### config.mk
export PLATFORM = sky130hd
export DESIGN_NAME = gregorian_date_offset_flat
export DESIGN_NICKNAME = d
export VERILOG_FILES = /design/src/hdl/gdo_pkg.sv /design/src/hdl/gdo_in_if.sv /design/src/hdl/gdo_out_if.sv /design/src/hdl/gregorian_date_offset.sv /design/src/flat_wrapper.sv
export VERILOG_INCLUDE_DIRS = /design/src /design/src/hdl
export SDC_FILE = /design/constraint.sdc
export NUM_CORES = 1
export LEC_CHECK = 0
export BUFFER_PORTS_ARGS = -buffer_cell sky130_fd_sc_hd__buf_2
export CORE_UTILIZATION = 35
export DETAILED_ROUTE_END_ITERATION = 8
export GPL_TIMING_DRIVEN = 1
export PLACE_DENSITY_LB_ADDON = 0.3
export RECOVER_POWER = 100
export SYNTH_ARGS = -nofsm -noshare
export SYNTH_HDL_FRONTEND = slang
export SYNTH_SLANG_ARGS = --single-unit
### constraint.sdc
create_clock -name clk -period 7.47 [get_ports clk]
set_input_delay 1.494 -clock clk [delete_from_list [all_inputs] [get_ports clk]]
set_output_delay 1.494 -clock clk [all_outputs]
set_load 0.05 [all_outputs]
### src/hdl/gregorian_date_offset_assert.svh
// Assertion macros for the Gregorian date offset block.
// Included by the top level; no other dependencies.
`ifndef GREGORIAN_DATE_OFFSET_ASSERT_SVH
`define GREGORIAN_DATE_OFFSET_ASSERT_SVH

// Check that cons holds in the same cycle whenever ante holds.
`define GDO_ASSERT_NOW(label, clk, rst, ante, cons, msg) \
  label: assert property (@(posedge clk) disable iff (rst) (ante) |-> (cons)) \
    else $error(msg);

// Check that cons holds in the cycle after ante holds.
`define GDO_ASSERT_NEXT(label, clk, rst, ante, cons, msg) \
  label: assert property (@(posedge clk) disable iff (rst) (ante) |=> (cons)) \
    else $error(msg);

`endif

### src/hdl/gdo_pkg.sv
// Shared types, constants and calendar helper functions for the date offset block.
// No dependencies; used by the channel interfaces and the top level.
`default_nettype none

package gdo_pkg;

  // Payload field widths.
  localparam int YEAR_W    = 14;
  localparam int MONTH_W   = 4;
  localparam int DAY_W     = 5;
  localparam int WEEKDAY_W = 3;

  // Internal counter widths.
  localparam int REM_W = 15;  // start year plus one era, before reduction
  localparam int YOE_W = 9;   // year within the 400-year era
  localparam int W7_W  = 3;   // residue modulo 7
  localparam int DOY_W = 9;   // day of a March-based year

  // Calendar constants.
  localparam int ERA_DAYS        = 146097;
  localparam int ERA_YEARS       = 400;
  localparam int YEAR_DAYS       = 365;
  localparam int CENTURY         = 100;
  localparam int FEB_DAYS        = 28;
  localparam int MONTHS_PER_YEAR = 12;
  localparam int MP_BASE_MONTH   = 3;   // March opens the internal year
  localparam int MP_JAN          = 10;  // internal index of January
  localparam int WEEK_DAYS       = 7;
  localparam int WEEKDAY_BIAS    = 3;   // 1 March of year 0 was a Wednesday
  localparam int YEAR_MIN        = 1;
  localparam int YEAR_MAX        = 9999;

  // Sequencer states.
  typedef enum logic [2:0] {
    ST_IDLE,
    ST_BASE,
    ST_PRE,
    ST_ERA,
    ST_YEAR,
    ST_MONTH,
    ST_DONE
  } state_t;

  // True when the February that closes March-based year yoe has 29 days.
  function automatic logic leap_after(input logic [YOE_W-1:0] yoe);
    logic [YOE_W-1:0] c;
    c = yoe + YOE_W'(1);
    return (c[1:0] == 2'b00) && (c != YOE_W'(CENTURY)) &&
           (c != YOE_W'(2 * CENTURY)) && (c != YOE_W'(3 * CENTURY));
  endfunction

  // Length of internal month mp (0 is March, 11 is February).
  function automatic logic [DAY_W-1:0] month_len(input logic [MONTH_W-1:0] mp,
                                                 input logic leap);
    logic [DAY_W-1:0] len;
    case (mp)
      4'd0, 4'd2, 4'd4, 4'd5, 4'd7, 4'd9, 4'd10: len = 5'd31;
      4'd1, 4'd3, 4'd6, 4'd8:                    len = 5'd30;
      4'd11:   len = DAY_W'(FEB_DAYS) + DAY_W'(leap);
      default: len = 5'd31;
    endcase
    return len;
  endfunction

  // First day of internal month mp, counted from 1 March.
  function automatic logic [DOY_W-1:0] march_doy(input logic [MONTH_W-1:0] mp);
    logic [DOY_W-1:0] doy;
    case (mp)
      4'd0:    doy = 9'd0;
      4'd1:    doy = 9'd31;
      4'd2:    doy = 9'd61;
      4'd3:    doy = 9'd92;
      4'd4:    doy = 9'd122;
      4'd5:    doy = 9'd153;
      4'd6:    doy = 9'd184;
      4'd7:    doy = 9'd214;
      4'd8:    doy = 9'd245;
      4'd9:    doy = 9'd275;
      4'd10:   doy = 9'd306;
      4'd11:   doy = 9'd337;
      default: doy = 9'd0;
    endcase
    return doy;
  endfunction

  // Adds a small step (at most 3) to a residue modulo 7.
  function automatic logic [W7_W-1:0] add_mod7(input logic [W7_W-1:0] w,
                                               input logic [W7_W-1:0] k);
    logic [W7_W:0] s;
    s = {1'b0, w} + {1'b0, k};
    if (s >= (W7_W + 1)'(WEEK_DAYS)) begin
      s = s - (W7_W + 1)'(WEEK_DAYS);
    end
    return s[W7_W-1:0];
  endfunction

  // Reduces a value below 42 modulo 7.
  function automatic logic [W7_W-1:0] wrap_mod7(input logic [5:0] v);
    logic [5:0] s;
    s = v;
    for (int i = 0; i < 5; i++) begin
      if (s >= 6'(WEEK_DAYS)) begin
        s = s - 6'(WEEK_DAYS);
      end
    end
    return s[W7_W-1:0];
  endfunction

endpackage

`default_nettype wire

### src/hdl/gdo_in_if.sv
// Input channel of the date offset block: starting date and signed day offset.
// Depends on gdo_pkg for the field widths.
`default_nettype none

interface gdo_in_if #(
  parameter int OFFSET_BITS = 21
);
  import gdo_pkg::*;

  logic                          valid;
  logic                          ready;
  logic [YEAR_W-1:0]             start_year;
  logic [MONTH_W-1:0]            start_month;
  logic [DAY_W-1:0]              start_day;
  logic signed [OFFSET_BITS-1:0] day_offset;

  modport source (
    output valid, start_year, start_month, start_day, day_offset,
    input  ready
  );

  modport sink (
    input  valid, start_year, start_month, start_day, day_offset,
    output ready
  );
endinterface

`default_nettype wire

### src/hdl/gdo_out_if.sv
// Output channel of the date offset block: resulting date, weekday and range flag.
// Depends on gdo_pkg for the field widths.
`default_nettype none

interface gdo_out_if;
  import gdo_pkg::*;

  logic                 valid;
  logic                 ready;
  logic [YEAR_W-1:0]    result_year;
  logic [MONTH_W-1:0]   result_month;
  logic [DAY_W-1:0]     result_day;
  logic [WEEKDAY_W-1:0] weekday;
  logic                 year_out_of_range;

  modport source (
    output valid, result_year, result_month, result_day, weekday, year_out_of_range,
    input  ready
  );

  modport sink (
    input  valid, result_year, result_month, result_day, weekday, year_out_of_range,
    output ready
  );
endinterface

`default_nettype wire

### src/hdl/gregorian_date_offset.sv
// Top level of the Gregorian date offset block: sequencer and shared day-count adder.
// Depends on gdo_pkg, gdo_in_if, gdo_out_if and gregorian_date_offset_assert.svh.
//
//   Channel    Dir  Handshake     Carries
//   date_in    in   valid/ready   start_year, start_month, start_day, day_offset
//   date_out   out  valid/ready   result_year, result_month, result_day, weekday,
//                                 year_out_of_range
//
// After acceptance the sequencer reduces the March-based start year Y (one less in January
// and February) modulo 400, counts Y mod 400 years of weekday residue, then walks at most 8
// 146097-day era steps, at most 399 year steps and at most 11 month steps before date_in is
// ready again. All day-count steps share one TW-bit adder.
// date_in is ready only while the sequencer is idle; a finished result sits in the output
// register, so the next transaction is taken while date_out stalls.
// Reset (rst, synchronous) returns the sequencer to idle and empties the output register.
`default_nettype none

`include "gregorian_date_offset_assert.svh"

module gregorian_date_offset #(
  parameter int OFFSET_BITS = 21
) (
  input  logic       clk,
  input  logic       rst,
  gdo_in_if.sink     date_in,
  gdo_out_if.source  date_out
);
  import gdo_pkg::*;

  // Year register holds the start year plus the offset in years, with sign.
  localparam int YW = ((OFFSET_BITS - 9 > YEAR_W) ? OFFSET_BITS - 9 : YEAR_W) + 2;
  // Day count register holds the offset plus one era of headroom.
  localparam int TW = ((OFFSET_BITS > 18) ? OFFSET_BITS : 18) + 2;

  localparam logic signed [TW-1:0] T_ERA  = TW'(ERA_DAYS);
  localparam logic signed [YW-1:0] Y_ERA  = YW'(ERA_YEARS);
  localparam logic signed [YW-1:0] Y_ONE  = YW'(1);
  localparam logic signed [YW-1:0] Y_LO   = YW'(YEAR_MIN);
  localparam logic signed [YW-1:0] Y_HI   = YW'(YEAR_MAX);

  state_t state, state_next;

  logic signed [TW-1:0] t;      // days into the current internal year or month
  logic signed [YW-1:0] y_cur;  // March-based year
  logic [REM_W-1:0]     rem;    // start year reduced modulo 400
  logic [YOE_W-1:0]     yoe;    // year within the era
  logic [W7_W-1:0]      w;      // weekday residue of the current year or month start
  logic [MONTH_W-1:0]   mp;     // internal month, 0 is March

  logic accept;
  logic out_load;
  logic out_valid;

  // Start date decode.
  logic [MONTH_W-1:0]            m_clamp;
  logic                          early;
  logic [MONTH_W-1:0]            mp0;
  logic signed [DOY_W+1:0]       start_doy;
  logic signed [OFFSET_BITS-1:0] off_raw;
  logic signed [TW-1:0]          t0;
  logic signed [YW-1:0]          y0;
  logic [REM_W-1:0]              rem0;

  assign accept  = date_in.valid && date_in.ready;
  assign off_raw = date_in.day_offset;

  always_comb begin
    if (date_in.start_month == '0) begin
      m_clamp = MONTH_W'(1);
    end else if (date_in.start_month > MONTH_W'(MONTHS_PER_YEAR)) begin
      m_clamp = MONTH_W'(MONTHS_PER_YEAR);
    end else begin
      m_clamp = date_in.start_month;
    end
    early = (m_clamp < MONTH_W'(MP_BASE_MONTH));
    if (early) begin
      mp0 = m_clamp + MONTH_W'(MONTHS_PER_YEAR - MP_BASE_MONTH);
    end else begin
      mp0 = m_clamp - MONTH_W'(MP_BASE_MONTH);
    end
    start_doy = signed'((DOY_W + 2)'(march_doy(mp0))) +
                signed'((DOY_W + 2)'(date_in.start_day)) - (DOY_W + 2)'(1);
    t0   = TW'(start_doy) + TW'(off_raw);
    y0   = signed'(YW'(date_in.start_year) - YW'(early));
    rem0 = REM_W'(date_in.start_year) + REM_W'(ERA_YEARS) - REM_W'(early);
  end

  // Calendar lengths for the current position.
  logic               leap_cur;
  logic [DOY_W-1:0]   ylen;
  logic [DAY_W-1:0]   mlen;
  logic [W7_W-1:0]    yadv;
  logic [W7_W-1:0]    madv;

  assign leap_cur = leap_after(yoe);
  assign ylen     = DOY_W'(YEAR_DAYS) + DOY_W'(leap_cur);
  assign mlen     = month_len(mp, leap_cur);
  assign yadv     = W7_W'(leap_cur) + W7_W'(1);
  assign madv     = W7_W'(mlen - DAY_W'(FEB_DAYS));

  // Shared adder: adds one era forward when the count is negative, else tries to
  // take away one era, one year or one month; the step is taken when nothing goes negative.
  logic signed [TW-1:0] opnd;
  logic signed [TW-1:0] sum;
  logic                 t_neg;
  logic                 take;

  assign t_neg = t[TW-1];

  always_comb begin
    case (state)
      ST_ERA:   opnd = t_neg ? T_ERA : -T_ERA;
      ST_YEAR:  opnd = -signed'(TW'(ylen));
      ST_MONTH: opnd = -signed'(TW'(mlen));
      default:  opnd = '0;
    endcase
    sum  = t + opnd;
    take = ((state == ST_ERA) && t_neg) || !sum[TW-1];
  end

  // Next state.
  always_comb begin
    state_next = state;
    case (state)
      ST_IDLE:  if (accept) state_next = ST_BASE;
      ST_BASE:  if (rem < REM_W'(ERA_YEARS)) state_next = ST_PRE;
      ST_PRE:   if (yoe == rem[YOE_W-1:0]) state_next = ST_ERA;
      ST_ERA:   if (!take) state_next = ST_YEAR;
      ST_YEAR:  if (!take) state_next = ST_MONTH;
      ST_MONTH: if (!take) state_next = ST_DONE;
      ST_DONE:  if (out_load) state_next = ST_IDLE;
      default:  state_next = ST_IDLE;
    endcase
  end

  always_ff @(posedge clk) begin
    if (rst) begin
      state <= ST_IDLE;
    end else begin
      state <= state_next;
    end
  end

  // Handshake outputs of the sequencer.
  always_comb begin
    date_in.ready = (state == ST_IDLE);
    out_load      = (state == ST_DONE) && (!out_valid || date_out.ready);
  end

  // Working registers.
  always_ff @(posedge clk) begin
    case (state)
      ST_IDLE: begin
        if (accept) begin
          t     <= t0;
          y_cur <= y0;
          rem   <= rem0;
          yoe   <= '0;
          w     <= '0;
          mp    <= '0;
        end
      end
      ST_BASE: begin
        if (rem >= REM_W'(ERA_YEARS)) begin
          rem <= rem - REM_W'(ERA_YEARS);
        end
      end
      ST_PRE: begin
        // Weekday residue from the era start up to the start year.
        if (yoe != rem[YOE_W-1:0]) begin
          yoe <= yoe + YOE_W'(1);
          w   <= add_mod7(w, yadv);
        end
      end
      ST_ERA: begin
        // A whole era is a whole number of weeks, so the residue is kept.
        if (take) begin
          t     <= sum;
          y_cur <= t_neg ? (y_cur - Y_ERA) : (y_cur + Y_ERA);
        end
      end
      ST_YEAR: begin
        if (take) begin
          t     <= sum;
          y_cur <= y_cur + Y_ONE;
          yoe   <= (yoe == YOE_W'(ERA_YEARS - 1)) ? '0 : (yoe + YOE_W'(1));
          w     <= add_mod7(w, yadv);
        end
      end
      ST_MONTH: begin
        if (take) begin
          t  <= sum;
          mp <= mp + MONTH_W'(1);
          w  <= add_mod7(w, madv);
        end
      end
      default: begin
      end
    endcase
  end

  // Final date from the walk position.
  logic signed [YW-1:0] ry;
  logic                 oor;
  logic [YEAR_W-1:0]    fin_year;
  logic [MONTH_W-1:0]   fin_month;
  logic [DAY_W-1:0]     fin_day;
  logic [WEEKDAY_W-1:0] fin_wd;

  always_comb begin
    ry  = y_cur + ((mp >= MONTH_W'(MP_JAN)) ? Y_ONE : '0);
    oor = (ry < Y_LO) || (ry > Y_HI);
    if (ry < Y_LO) begin
      fin_year = YEAR_W'(YEAR_MIN);
    end else if (ry > Y_HI) begin
      fin_year = YEAR_W'(YEAR_MAX);
    end else begin
      fin_year = ry[YEAR_W-1:0];
    end
    if (mp >= MONTH_W'(MP_JAN)) begin
      fin_month = mp - MONTH_W'(MONTHS_PER_YEAR - MP_BASE_MONTH);
    end else begin
      fin_month = mp + MONTH_W'(MP_BASE_MONTH);
    end
    fin_day = t[DAY_W-1:0] + DAY_W'(1);
    fin_wd  = wrap_mod7(6'(w) + 6'(t[DAY_W-1:0]) + 6'(WEEKDAY_BIAS));
  end

  // Output register.
  always_ff @(posedge clk) begin
    if (rst) begin
      out_valid <= 1'b0;
    end else if (out_load) begin
      out_valid <= 1'b1;
    end else if (date_out.ready) begin
      out_valid <= 1'b0;
    end
  end

  always_ff @(posedge clk) begin
    if (out_load) begin
      date_out.result_year       <= fin_year;
      date_out.result_month      <= fin_month;
      date_out.result_day        <= fin_day;
      date_out.weekday           <= fin_wd;
      date_out.year_out_of_range <= oor;
    end
  end

  assign date_out.valid = out_valid;

  // Design checks.
  `GDO_ASSERT_NEXT(a_accept_starts, clk, rst, accept, state == ST_BASE, "accepted transaction did not start the era reduction")
  `GDO_ASSERT_NOW(a_pre_bound, clk, rst, state == ST_PRE, (rem < REM_W'(ERA_YEARS)) && (yoe <= rem[YOE_W-1:0]), "year-of-era counter passed the reduced start year")
  `GDO_ASSERT_NOW(a_walk_nonneg, clk, rst, (state == ST_YEAR) || (state == ST_MONTH), !t[TW-1], "day count negative during the year or month walk")
  `GDO_ASSERT_NOW(a_month_bound, clk, rst, state == ST_MONTH, mp <= MONTH_W'(MONTHS_PER_YEAR - 1), "month walk ran past February")

endmodule

`default_nettype wire

### src/flat_wrapper.sv
// flat-port wrapper written by rule: the top's interface ports become plain ports
module gregorian_date_offset_flat import gdo_pkg::*;
#(
  parameter int OFFSET_BITS = 21
)
  (clk, rst, date_in_valid, date_in_start_year, date_in_start_month, date_in_start_day, date_in_day_offset, date_in_ready, date_out_valid, date_out_result_year, date_out_result_month, date_out_result_day, date_out_weekday, date_out_year_out_of_range, date_out_ready);
  gdo_in_if #(.OFFSET_BITS(OFFSET_BITS)) date_in_i ();
  gdo_out_if date_out_i ();
  input  logic clk;
  input  logic rst;
  input wire logic [$bits(date_in_i.valid)-1:0] date_in_valid;
  input wire logic [$bits(date_in_i.start_year)-1:0] date_in_start_year;
  input wire logic [$bits(date_in_i.start_month)-1:0] date_in_start_month;
  input wire logic [$bits(date_in_i.start_day)-1:0] date_in_start_day;
  input wire logic [$bits(date_in_i.day_offset)-1:0] date_in_day_offset;
  output wire logic [$bits(date_in_i.ready)-1:0] date_in_ready;
  output wire logic [$bits(date_out_i.valid)-1:0] date_out_valid;
  output wire logic [$bits(date_out_i.result_year)-1:0] date_out_result_year;
  output wire logic [$bits(date_out_i.result_month)-1:0] date_out_result_month;
  output wire logic [$bits(date_out_i.result_day)-1:0] date_out_result_day;
  output wire logic [$bits(date_out_i.weekday)-1:0] date_out_weekday;
  output wire logic [$bits(date_out_i.year_out_of_range)-1:0] date_out_year_out_of_range;
  input wire logic [$bits(date_out_i.ready)-1:0] date_out_ready;
  assign date_in_i.valid = date_in_valid;
  assign date_in_i.start_year = date_in_start_year;
  assign date_in_i.start_month = date_in_start_month;
  assign date_in_i.start_day = date_in_start_day;
  assign date_in_i.day_offset = date_in_day_offset;
  assign date_in_ready = date_in_i.ready;
  assign date_out_valid = date_out_i.valid;
  assign date_out_result_year = date_out_i.result_year;
  assign date_out_result_month = date_out_i.result_month;
  assign date_out_result_day = date_out_i.result_day;
  assign date_out_weekday = date_out_i.weekday;
  assign date_out_year_out_of_range = date_out_i.year_out_of_range;
  assign date_out_i.ready = date_out_ready;
  gregorian_date_offset #(.OFFSET_BITS(OFFSET_BITS)) u_core (.clk(clk), .rst(rst), .date_in(date_in_i), .date_out(date_out_i));
endmodule
==> results_tabular.tex <==
\begin{tabular}{lr}
\hline
Metric & Value \\
\hline
\multicolumn{2}{l}{\textbf{Run status}} \\
Outcome & finished with violations \\
Violations in the final reports & capacitance limit, slew limit \\
\multicolumn{2}{l}{\textbf{Clocking}} \\
Sinks on Clock Net & 101 \\
Hold buffer count at CTS & 0 \\
CTS tree & done \\
Reg clk slew, reported paths & roughly 0.070 ns \\
Max Buffers Root-to-Sink & 2 \\
Resized Gates After CTS & 0 \\
Root Buffer Master & sky130\_fd\_sc\_hd\_\_clkbuf\_16 \\
Clock Latency Late Sink & 0.35 ns \\
H-tree level count & 3 \\
Post-CTS setup buffer count & 0 \\
Clock buffer count from CTS & 9 \\
\multicolumn{2}{l}{\textbf{Synthesis}} \\
Gate count after technology mapping & 1,247 \\
Dominant combinational cell family by area after synthesis & compound AO/OA/AOI/OAI gates \\
Mux contribution to synthesized area & 1.868\% \\
Largest area contributor in the netlist & sky130\_fd\_sc\_hd\_\_edfxtp\_1 \\
Number of synthesized flops with an enable pin & 97 \\
Post-synthesis share of cell area spent on xor and xnor gates & 11.28\% \\
Sequential fraction of the synthesis area & 27.76\% \\
Count of state elements after synthesis & 101 \\
Synth Area in Compound Gates & roughly 21\% \\
Share of async-settable or async-resettable flops after synthesis & 0\% \\
Ranking of synthesized cells by area & sky130\_fd\_sc\_hd\_\_edfxtp\_1 27\%, sky130\_fd\_sc\_hd\_\_ha\_1 14\%, sky130\_fd\_sc\_hd\_\_xnor2\_1 7.6\% \\
Fraction of the mapped netlist area in adder cells & 15.46\% \\
Syn nets & 1,424 \\
Post-synthesis cell area & around 11,000 um\^{}2 \\
Flip-flop cell with the highest count after synthesis & sky130\_fd\_sc\_hd\_\_edfxtp\_1 \\
Total number of yosys warnings & 0 \\
Number of different library cells in the post-synthesis netlist & 94 \\
Fraction of post-synthesis cell area in the top cell type by area & 27.01\% \\
Average size of a mapped cell & 8.647 um\^{}2 \\
Basic-gate share of the synthesized area counting and, or, nand and nor cells & between 10\% and 20\% \\
\multicolumn{2}{l}{\textbf{Flow run}} \\
Maximum capacitance violations & 1 \\
\multicolumn{2}{l}{\textbf{Worst setup path}} \\
Maximum single-stage delay on the critical path & slightly above 0.5 ns \\
Worst setup SP type & flip-flop \\
Crit path from & u\_core.t[1] \\
Most numerous cell on the critical path & sky130\_fd\_sc\_hd\_\_ha\_1 \\
Startpoint of the most critical register-to-register path & u\_core.t[1] \\
Worst Path Required & 7.57 ns \\
Type of the worst setup path & reg2reg \\
Ordered list of cells on the worst path & inv\_1 -> ha\_1 -> inv\_1 -> ha\_1 -> fa\_1 -> a211oi\_2 -> o21ai\_1 -> a21oi\_1 -> mux2\_2 -> ha\_1 -> a2111oi\_4 -> mux2\_1 -> ha\_1 -> o21ai\_2 -> nand3\_1 -> nor2\_1 -> mux2\_2 -> ha\_1 -> nand2\_1 -> nand2\_1 -> mux2\_4 -> ha\_1 -> a22oi\_2 -> mux2\_4 \\
Arrival time worst endpoint & 7.00 ns \\
Worst-case reg-to-reg path depth & 24 \\
Critical Path Fanout Max & 7 \\
Critical path's slowest cell & sky130\_fd\_sc\_hd\_\_a2111oi\_4 \\
Category of the worst setup path capture point & flip-flop \\
\multicolumn{2}{l}{\textbf{Global route}} \\
Layer with the highest usage after global routing & met2 \\
Largest net degree at the start of global routing & 31 \\
Global route total overflow & 0 \\
Global-route total usage across every layer & 16.12\% \\
Met3 capacity usage during global routing & 2.099\% \\
Number of global-route vias before repair & 8,532 \\
Global-route met2 utilization & approximately a quarter \\
Wire length of the first global-routing pass & 41,430 um \\
Antenna violations before repair & 1 \\
GR met1 Demand/Resource & 22.44\% \\
\multicolumn{2}{l}{\textbf{Detailed routing}} \\
1st-pass router iterations & 5 \\
Via-per-instance ratio & 5.304 \\
Number of DRC violations after detailed routing & 0 \\
DR iter-0 viols & 517 \\
Routed length per placed instance & approximately 15 um \\
Routed Antenna Nets & 0 \\
Detailed-route via count & 8,996 \\
Detailed-route wire length & 24,850 um \\
\multicolumn{2}{l}{\textbf{Worst hold path}} \\
Depth of the worst hold-timing path & 2 \\
Class of the worst hold path & reg2reg \\
Min-delay src & u\_core.date\_out.valid \\
\multicolumn{2}{l}{\textbf{Die}} \\
Total I/O pin count & 77 \\
Std-Cell Rows & 63 \\
Horizontal extent of the die & 177.5 um \\
Die Y & 177.5 um \\
Die Outline Area & between 30,000 and 40,000 um\^{}2 \\
Initial core utilization & 36.00\% \\
Core area & 29,950 um\^{}2 \\
\multicolumn{2}{l}{\textbf{Timing}} \\
Transition time of the tightest slew-check pin & 1.512 ns \\
Total setup violations reported at the end of the flow & 0 \\
Count of pins over their slew limit & 28 \\
Headroom to the max-slew limit & -0.8279\% \\
Final hold violations & 0 \\
Unrepaired setup endpoints after global routing & no \\
F\_max & 144.8 MHz \\
Worst setup skew after layout & 0.01378 ns \\
Tcrit/Tclk final & 92.48\% \\
Post-Route Hold Slack & 0.6078 ns \\
Aggregate negative setup slack & 0 ns \\
Period minus WS final & 6.908 ns \\
\multicolumn{2}{l}{\textbf{Placed design}} \\
Half-perimeter wire length after detailed placement & slightly below 20,000 um \\
Final GP Congestion & $\sim$0.9 \\
Number of placed instances with taps included & approximately 1.7k \\
Dpl cell area & 11,560 um\^{}2 \\
Number of buffer cells added on primary ports & 76 \\
\multicolumn{2}{l}{\textbf{Cells and area}} \\
Final cell count without fillers & $\sim$1.7k \\
Area growth from synthesis to layout & 9.224\% \\
Number of nets at the end of the flow & 1,478 \\
Post-Layout Inst Area & 11,780 um\^{}2 \\
Filler instances & 3,086 \\
Share of final-layout standard cells stronger than drive strength 1 & 8.659\% \\
\hline
\end{tabular}
-- sequential cells by signal (all words and copies together) (netlist names) --
register                           cells
u_core.date_out.result_month           4
u_core.t                              23
u_core.rem                            15
u_core.date_out.valid                  1
u_core.yoe                             9
u_core.w                               3
u_core.y_cur                          16
u_core.date_out.result_year           14
u_core.date_out.weekday                3
u_core.date_out.result_day             5
u_core.state                           3
u_core.mp                              4
u_core.date_out.year_out_of_range      1
-- cell usage after synthesis, types with 19 or more instances --
master                       n
sky130_fd_sc_hd__a21oi_1   102
sky130_fd_sc_hd__o21ai_0    57
sky130_fd_sc_hd__nor3_1     25
sky130_fd_sc_hd__nand2_1    98
sky130_fd_sc_hd__clkbuf_1   32
sky130_fd_sc_hd__nand3_1    45
sky130_fd_sc_hd__inv_1      96
sky130_fd_sc_hd__ha_1      122
sky130_fd_sc_hd__edfxtp_1   97
sky130_fd_sc_hd__xor2_1     43
sky130_fd_sc_hd__nor2_1    111
sky130_fd_sc_hd__xnor2_1    94
sky130_fd_sc_hd__nand2b_1   19
-- metrics by stage --
step,util (%),setup WS (ns)
6_report,39.32,0.5616
5_1_grt,39.31,0.07503
4_1_cts,39.49,0.6089
3_5_place_dp,38.58,0.6353
3_3_place_gp,38.58,0.8670
2_1_floorplan,-,1.205
-- worst max-delay path, delay by kind of cell (launching register included) --
family | cells | cell delay, ns
adders and majority gates | 7 | 2.12
muxes | 5 | 1.81
AOI/OAI and AO/OA | 6 | 1.63
and+or+nand+nor | 4 | 0.54
DFF | 1 | 0.40
buffers and inverters | 2 | 0.14
-- metal layers --
metal,part of all wire [%],up-vias,routed length [um]
li1,-,4614,-
met1,50,4186,12510
met2,45,173,11070
met3,3.7,23,921
met4,1.4,0,346
met5,0,-,0
-- layout make-up --
class | instances | area [um^2] | area share, %
multi-input cells | 1007 | 7261 | 61.65
flip-flops and latches | 101 | 2993 | 25.41
well taps | 390 | 488.0 | 4.143
repair buffers | 85 | 395.4 | 3.357
inverters | 97 | 364.1 | 3.091
clock buffers | 9 | 225.2 | 1.912
clock inverters | 6 | 48.80 | 0.4143
diodes | 1 | 2.502 | 0.02125
-- cells by family (layout without fill, tap and decap cells) --
| kind of cell | after synthesis | count (layout) |
|---|---|---|
| adder cells (fa/ha/maj) | 129 | 129 |
| AO/OA/AOI/OAI | 324 | 324 |
| XOR/XNOR | 138 | 138 |
| buffers and inverters | 139 | 197 |
| multiplexers | 18 | 18 |
| flip-flops | 101 | 101 |
| AND/OR/NAND/NOR | 398 | 398 |
| other | 0 | 1 |
-- final timing paths --
check,endpoint,slack [ns]
worst min-delay path,u_core.date_out.valid,0.61
worst max register to register,u_core.date_out.weekday[1],0.56
worst min register to register,u_core.date_out.valid,0.61
worst max-delay path,u_core.date_out.weekday[1],0.56
-- cells in the final DEF (no fill, tap or decap), types with 10 or more instances in the layout --
master	count
sky130_fd_sc_hd__o31ai_1	12
sky130_fd_sc_hd__ha_1	122
sky130_fd_sc_hd__xnor2_1	94
sky130_fd_sc_hd__o21bai_1	17
sky130_fd_sc_hd__nand4_1	12
sky130_fd_sc_hd__nand2b_1	19
sky130_fd_sc_hd__nor2b_1	17
sky130_fd_sc_hd__a21o_1	16
sky130_fd_sc_hd__inv_1	96
sky130_fd_sc_hd__mux2i_1	10
sky130_fd_sc_hd__edfxtp_1	97
sky130_fd_sc_hd__o21a_1	11
sky130_fd_sc_hd__xor2_1	43
sky130_fd_sc_hd__nand2_1	98
sky130_fd_sc_hd__nor2_1	111
sky130_fd_sc_hd__o221ai_1	15
sky130_fd_sc_hd__nand3_1	45
sky130_fd_sc_hd__buf_2	44
sky130_fd_sc_hd__a21oi_1	102
sky130_fd_sc_hd__clkbuf_1	34
sky130_fd_sc_hd__o21ai_0	59
sky130_fd_sc_hd__nor3_1	25
Power is not shown: default switching activity piles up to over one toggle a cycle in this logic, so the estimate is an artifact.
